`src/rtl/gmm_pkg.sv`:
```
// Shared constants, types and coefficient tables of the multipath monitor.
package gmm_pkg;

    localparam int NUM_SATS   = 256;
    localparam int COUNT_BITS = 16;
    localparam int SAT_AW     = $clog2(NUM_SATS);
    localparam int SAT_EXT_W  = 11;

    localparam int SAT_W     = 8;
    localparam int SYS_W     = 3;
    localparam int RANGE_W   = 36;
    localparam int PHASE_W   = 48;
    localparam int OUT_W     = 32;
    localparam int WIDE_W    = 56;
    localparam int HALF_W    = 28;
    localparam int OPND_W    = HALF_W + 1;
    localparam int COEF_W    = 24;
    localparam int PROD_W    = OPND_W + COEF_W + 1;
    localparam int ACC_W     = 80;
    localparam int MAG_W     = OUT_W + 1;
    localparam int NP1_W     = COUNT_BITS + 1;
    localparam int ENTRY_W   = COUNT_BITS + 4 * OUT_W;
    localparam int STEP_W    = 4;
    localparam int STEP_LAST = 14;

    localparam logic [SYS_W-1:0] SYS_GPS     = 3'd0;
    localparam logic [SYS_W-1:0] SYS_GLONASS = 3'd1;
    localparam logic [SYS_W-1:0] SYS_GALILEO = 3'd2;
    localparam logic [SYS_W-1:0] SYS_BEIDOU  = 3'd3;

    localparam logic [COEF_W-1:0] A_STEP = 24'd65536;

    typedef enum logic [5:0] {
        S_IDLE     = 6'b000001,
        S_CALC     = 6'b000010,
        S_DIV_GO   = 6'b000100,
        S_DIV_WAIT = 6'b001000,
        S_WRITE    = 6'b010000,
        S_DONE     = 6'b100000
    } t_state;

    typedef enum logic [2:0] {
        ACC_NONE, ACC_LOAD, ACC_ADD, ACC_SUB, ACC_LOADR1, ACC_LOADR2
    } t_acc_op;

    typedef enum logic [2:0] {
        CAP_NONE, CAP_D1, CAP_D2, CAP_M1, CAP_M2
    } t_cap;

    typedef enum logic [1:0] {
        OPND_PH1, OPND_PH2, OPND_D1, OPND_D2
    } t_opnd;

    typedef enum logic [2:0] {
        COEF_LAM1, COEF_LAM2, COEF_A, COEF_A1, COEF_A2
    } t_coef;

    typedef struct packed {
        logic    in_load;
        t_opnd   opnd;
        logic    hi;
        t_coef   coef;
        t_acc_op acc_op;
        t_cap    cap;
        logic    div_start;
        logic    div_sel;
        logic    wr_en;
        logic    out_load;
    } t_dp_cmd;

    typedef struct packed {
        logic skip;
        logic first;
        logic div_done;
    } t_dp_stat;

    function automatic logic [COEF_W-1:0] lam1_of(input logic [SYS_W-1:0] sys);
        logic [COEF_W-1:0] v;
        case (sys)
            SYS_BEIDOU: v = 24'd12585500;
            default:    v = 24'd12471086;
        endcase
        return v;
    endfunction

    function automatic logic [COEF_W-1:0] lam2_of(input logic [SYS_W-1:0] sys);
        logic [COEF_W-1:0] v;
        case (sys)
            SYS_GALILEO: v = 24'd16275824;
            SYS_BEIDOU:  v = 24'd15488284;
            default:     v = 24'd16004561;
        endcase
        return v;
    endfunction

    function automatic logic [COEF_W-1:0] acoef_of(input logic [SYS_W-1:0] sys);
        logic [COEF_W-1:0] v;
        case (sys)
            SYS_GALILEO: v = 24'd186381;
            SYS_BEIDOU:  v = 24'd254762;
            default:     v = 24'd202602;
        endcase
        return v;
    endfunction

endpackage

```
`src/rtl/gmm_ctrl.sv`:
```
// Controller: sequences the multiply steps, the two divisions, the write-back and output.
module gmm_ctrl (
    input  logic              i_clk,
    input  logic              i_rst_n,
    input  logic              i_in_valid,
    input  logic              i_out_ready,
    input  gmm_pkg::t_dp_stat i_stat,
    output logic              o_in_ready,
    output logic              o_out_valid,
    output gmm_pkg::t_dp_cmd  o_cmd
);
    import gmm_pkg::*;

    t_state            r_state, n_state;
    logic [STEP_W-1:0] r_step, n_step;
    logic              r_pass, n_pass;
    logic              r_out_valid, n_out_valid;
    t_dp_cmd           cmd;

    always_comb begin
        n_state     = r_state;
        n_step      = r_step;
        n_pass      = r_pass;
        n_out_valid = r_out_valid;
        cmd         = '0;
        cmd.div_sel = r_pass;
        if (r_out_valid && i_out_ready) begin
            n_out_valid = 1'b0;
        end
        case (r_state)
            S_IDLE: begin
                if (i_in_valid) begin
                    cmd.in_load = 1'b1;
                    n_step      = '0;
                    n_pass      = 1'b0;
                    n_state     = S_CALC;
                end
            end
            S_CALC: begin
                case (r_step)
                    4'd0: begin
                        cmd.opnd = OPND_PH1; cmd.coef = COEF_LAM1; cmd.acc_op = ACC_LOAD;
                    end
                    4'd1: begin
                        cmd.opnd = OPND_PH1; cmd.hi = 1'b1; cmd.coef = COEF_LAM1;
                        cmd.acc_op = ACC_ADD;
                    end
                    4'd2: begin
                        cmd.opnd = OPND_PH2; cmd.coef = COEF_LAM2; cmd.acc_op = ACC_LOAD;
                        cmd.cap = CAP_D1;
                    end
                    4'd3: begin
                        cmd.opnd = OPND_PH2; cmd.hi = 1'b1; cmd.coef = COEF_LAM2;
                        cmd.acc_op = ACC_ADD;
                    end
                    4'd4: begin
                        cmd.cap = CAP_D2;
                    end
                    4'd5: begin
                        cmd.opnd = OPND_D1; cmd.coef = COEF_A1; cmd.acc_op = ACC_LOADR1;
                    end
                    4'd6: begin
                        cmd.opnd = OPND_D1; cmd.hi = 1'b1; cmd.coef = COEF_A1;
                        cmd.acc_op = ACC_SUB;
                    end
                    4'd7: begin
                        cmd.opnd = OPND_D2; cmd.coef = COEF_A; cmd.acc_op = ACC_ADD;
                    end
                    4'd8: begin
                        cmd.opnd = OPND_D2; cmd.hi = 1'b1; cmd.coef = COEF_A;
                        cmd.acc_op = ACC_ADD;
                    end
                    4'd9: begin
                        cmd.opnd = OPND_D1; cmd.coef = COEF_A2; cmd.acc_op = ACC_LOADR2;
                        cmd.cap = CAP_M1;
                    end
                    4'd10: begin
                        cmd.opnd = OPND_D1; cmd.hi = 1'b1; cmd.coef = COEF_A2;
                        cmd.acc_op = ACC_SUB;
                    end
                    4'd11: begin
                        cmd.opnd = OPND_D2; cmd.coef = COEF_A1; cmd.acc_op = ACC_ADD;
                    end
                    4'd12: begin
                        cmd.opnd = OPND_D2; cmd.hi = 1'b1; cmd.coef = COEF_A1;
                        cmd.acc_op = ACC_ADD;
                    end
                    4'd13: begin
                        cmd.cap = CAP_M2;
                    end
                    default: begin
                    end
                endcase
                n_step = r_step + 1'b1;
                if (i_stat.skip) begin
                    n_state = S_DONE;
                end else if (r_step == STEP_W'(STEP_LAST)) begin
                    n_state = i_stat.first ? S_WRITE : S_DIV_GO;
                end
            end
            S_DIV_GO: begin
                cmd.div_start = 1'b1;
                n_state       = S_DIV_WAIT;
            end
            S_DIV_WAIT: begin
                if (i_stat.div_done) begin
                    if (r_pass) begin
                        n_state = S_WRITE;
                    end else begin
                        n_pass  = 1'b1;
                        n_state = S_DIV_GO;
                    end
                end
            end
            S_WRITE: begin
                cmd.wr_en = 1'b1;
                n_state   = S_DONE;
            end
            S_DONE: begin
                // hold the result until the output register frees up
                if (!r_out_valid || i_out_ready) begin
                    cmd.out_load = 1'b1;
                    n_out_valid  = 1'b1;
                    n_state      = S_IDLE;
                end
            end
            default: begin
                n_state = S_IDLE;
            end
        endcase
    end

    always_ff @(posedge i_clk) begin
        if (!i_rst_n) begin
            r_state     <= S_IDLE;
            r_step      <= '0;
            r_pass      <= 1'b0;
            r_out_valid <= 1'b0;
        end else begin
            r_state     <= n_state;
            r_step      <= n_step;
            r_pass      <= n_pass;
            r_out_valid <= n_out_valid;
        end
    end

    assign o_in_ready  = (r_state == S_IDLE);
    assign o_out_valid = r_out_valid;
    assign o_cmd       = cmd;
endmodule

```
`config.mk`:
```
export PLATFORM = sky130hd
export DESIGN_NAME = gmm_ctrl
export DESIGN_NICKNAME = d
export VERILOG_FILES = /design/src/rtl/gmm_pkg.sv /design/src/rtl/gmm_ctrl.sv
export SDC_FILE = /design/constraint.sdc
export NUM_CORES = 1
export LEC_CHECK = 0
export BUFFER_PORTS_ARGS = -buffer_cell sky130_fd_sc_hd__buf_2
export CAP_MARGIN = 20
export CORE_MARGIN = 10
export CORE_UTILIZATION = 45
export CTS_CLUSTER_DIAMETER = 60
export DETAILED_ROUTE_END_ITERATION = 7
export PLACE_DENSITY = 0.82
export SLEW_MARGIN = 5
export SYNTH_ARGS = -nofsm -noshare
export SYNTH_HDL_FRONTEND = slang
export SYNTH_SLANG_ARGS = --single-unit
```
`constraint.sdc`:
```
create_clock -name i_clk -period 1.9 [get_ports i_clk]
set_input_delay 0.19 -clock i_clk [delete_from_list [all_inputs] [get_ports i_clk]]
set_output_delay 0.19 -clock i_clk [all_outputs]
set_load 0.005 [all_outputs]
```
Word-level counts from Yosys, hierarchy flattened:

Index checks and enable logic that the tools add are counted.

* flip-flop bits (word level): 12
* word-level logic and storage cells: 71
* output and inout port bits: 19

* equality and inequality tests: 24
* mux-type cells: 27
* reduce and logical (&&, ||, !) cells: 15
* add/subtract/negate cells: 1

Operators by type and width (number)
* $pmux W6 S10: 1
* $pmux W6 S6: 1
* $mux W6: 5
* $eq A4 B4 Y1 const B: 7
* $eq A4 B3 Y1 const B: 4
* $mux W1: 12
* $mux W12: 1
* $pmux W3 S4: 1
* $mux W5: 2
* $eq A4 B2 Y1 const B: 2
* $pmux W4 S2: 1
* $reduce_or A4 Y1: 2
* $eq A6 B1 Y1 const B: 1
* $eq A6 B2 Y1 const B: 1
* $eq A6 B3 Y1 const B: 1
* $eq A6 B4 Y1 const B: 1
* $eq A6 B5 Y1 const B: 1
* $eq A6 B6 Y1 const B: 1
* $ne A2 B2 Y1 const B: 3
* $pmux W2 S3: 1
* $reduce_or A2 Y1: 3
* $reduce_or A6 Y1: 1
* $add A4 B1 Y4 const B: 1
* $eq A4 B1 Y1 const B: 1
* other kinds (11): 12

Longest topological paths before layout:

* depth in word-level cells: 4
* gate-level depth with buffers: 7

Worst setup path before layout:

No wires, ideal clock.

* path type: reg2out
* start point: register r_step[0]
* end point: output o_cmd[10] (netlist name)
* cell stages (with the launch flop): 7
* path slack: 0.201 ns
* buffers on the path: 1
* required time: 1.710 ns
* arrival time: 1.509 ns
* cells stage by stage: dfxtp_1 > inv_1 > ha_1 > clkbuf_1 > or3_1 > o211ai_1 > nor2_1

RTL lines
* start: declaration: RTL line gmm_ctrl.sv:15 `logic [STEP_W-1:0] r_step, n_step;`
* start signal: assignment: RTL line gmm_ctrl.sv:141 `r_step <= n_step;`
* end: declaration: RTL line gmm_ctrl.sv:10 `output gmm_pkg::t_dp_cmd o_cmd`

==> metrics.yaml <==
status: "finished, violations left"
failed_checks: "negative setup slack"
maxCapViolations: 0
wire_per_inst_um: 16.6
worstHoldPathCells: 3
syn-cell-area_um2: 953
diodes: 0
antenna_found_initial: 0
path_clk_slew_ns: 0.08
drt_pass1_iterations: 4
final_common_cell: "buf_2"
power_density_mw_per_mm2: 446
reg2reg_depth: 4
gp_congestion: 0.854
synth_enable_flop_cells: 0
synth-seq-area-share: 0.252
crit_chain: "inv_4, ha_4, buf_6, nor4_4, o21ai_1, o211ai_1, buf_4, a211oi_2, buf_2"
fmax_ghz: 0.507
cp_data_required_time_ns: 1.71
start_kind: "register"
syn_inst: 134
row_count: 16
clk_latency_ns: 0.28
reg2reg_to: "r_state[2]"
clock_sinks: 12
detail-route-antenna-nets: 0
areaGrowthSynthToFinish_pct: 40.7
vdd_drop_max_mv: 0.555
hp-start: "i_rst_n"
initial_core_util: 0.481
rrSetupSlack_ns: 0.22
final_nets: 177
viasPerCell: 5.90
crit_fanout: 5
total_power_mw: 0.598
vias: 1132
die_w_um: 66.0
period_share: 1.04
cts.hold.buffers_added: 0
hpwl_um: 1980
tns_ns: -0.190
clock_skew_ns: 0.00470
ys_ff_latch: 12
detailedPlace.worstSlack_ns: 0.0389
period_needed_ns: 1.97
synthFlopType: "dfxtp_1"
grt_pass1_vias: 1078
async_reset_ff_frac: 0
cp.arrival_ns: 1.78
slowest_stage: "dfxtp_4"
rsz0062_at_grt: "yes"
cts_root_buffer: "clkbuf_4"
portBuffers: 25
finalHoldViolations: 0
final_cell_mix: "buf_2 (25), nor2_1 (13), a21oi_1 (12)"
dieArea_mm2: 0.00436
worst_setup_path_end_kind: "primary output"
syn_nets: 145
yosysWarnings: 0
overflow: 0
worstMarginPinSlew_ns: 0.409
min_to: "r_state[3]"
grt_max_degree: 17
tritoncts: "yes"
worstReg2RegStart: "r_state[4]"
io_pins: 26
die_y_um: 66.0
route.detailed.drc: 0
drtIter0Drc: 52
slew_violations: 0
syn_avg_cell_area_um2: 7.12
fp.coreArea_mm2: 0.00198
clk_path_buf_depth: 2
finalSetupViolations: 4
fillers: 157
grt_usage: 0.140
cts_buffers: 3
drive_gt1_frac: 0.412
setup_ws_ns: -0.0742
critPathMaxStageDelay_ns: 0.39
htreeDepth: 1
drt-total-wl_um: 3190
crit_type: "reg -> out"
grt_pass1_wl_um: 4890
synth_cell_type_count: 40
power.leakage_nw: 0.513
maxSlewHeadroom: 0.725
hp-class: "in -> reg"
-- kinds of logic (layout without fill, tap and decap cells) --
group                      count (synthesis)  after routing  share of synthesized area
AOI/OAI and AO/OA                         37             37                      0.248
xor gates and xnor gates                   3              3                     0.0276
adders and majority gates                  4              4                     0.0525
buffers and inverters                     17             48                     0.0709
DFF                                       12             12                      0.252
muxes                                      1              1                     0.0105
and+or+nand+nor                           60             60                      0.339
-- synth_stat cells (all sizes together), types with 2 or more instances --
library cell	n	area [um^2]
nor3	7	40.0
a21oi	14	70.1
inv	8	30.0
nand4	3	18.8
o31ai	2	15.0
ha	4	50.1
o211ai	3	22.5
nand2b	4	25.0
xnor2	2	17.5
nor2b	5	31.3
dfxtp	12	240
nor4	2	12.5
clkbuf	6	22.5
nand3	7	35.0
or3	5	31.3
nand2	6	22.5
buf	3	15.0
o21ai	8	40.0
nor2	15	56.3
and2	2	12.5
-- layout make-up --
| class | instances | area (um^2) | share of cell area |
|---|---|---|---|
| repair buffers | 36 | 219 | 0.163 |
| clock buffers | 4 | 36.3 | 0.0271 |
| inverters | 8 | 37.5 | 0.0280 |
| multi-input cells | 105 | 763 | 0.569 |
| flip-flops and latches | 12 | 251 | 0.187 |
| well taps | 27 | 33.8 | 0.0252 |
-- registers in the layout, summed over array words and instances (netlist names) --
signal	count
r_state	6
r_step	4
o_out_valid	1
r_pass	1
-- per-stage QoR --
stage | hold WS, ns | utilization | cell area [um^2] | cells
after global placement | 0.422 | 0.554 | 1100 | 180
after global routing | 0.194 | 0.677 | 1340 | 192
after CTS | 0.192 | 0.649 | 1290 | 191
after floorplan | 0.279 | - | 953 | 134
after detailed placement | 0.438 | 0.554 | 1100 | 180
final | 0.189 | 0.677 | 1340 | 192
-- critical path, delay by kind of cell (launching register included) --
kind | cells | cell delay (ns)
AO/OA/AOI/OAI | 3 | 0.42
adder cells (fa/ha/maj) | 1 | 0.14
buffers and inverters | 4 | 0.52
flip-flops | 1 | 0.39
AND/OR/NAND/NOR | 1 | 0.04
-- power breakdown --
| group | switching, mW | total, mW | internal (mW) |
|---|---|---|---|
| Combinational | 0.0657 | 0.121 | 0.0557 |
| Sequential | 0.0138 | 0.270 | 0.256 |
| Clock | 0.0903 | 0.207 | 0.117 |
| Total | 0.170 | 0.598 | 0.428 |
-- worst max-delay path by stage --
stage	start	end	slack, ns	cells after the start
after floorplan	r_step[0]	o_cmd[10]	0.20	6
after global placement	r_step[1]	o_cmd[8]	0.19	6
after detailed placement	r_step[1]	o_cmd[8]	0.04	6
after CTS	r_step[1]	o_cmd[8]	-0.07	7
after global routing	r_step[0]	o_cmd[10]	-0.13	9
final	r_step[0]	o_cmd[8]	-0.07	9
-- per-layer routing --
layer,global-route usage,wire length [um]
met2,0.239,1600
met4,0.0995,108
met3,0.0475,217
met5,0,0
met1,0.138,1260
-- repair_timing --
item,4_1_cts,5_1_grt
setup endpoints to repair,9,10
pin swaps,5,8
setup buffers,7,2
resized for setup,25,14
Power figures use the tool's default switching activity.
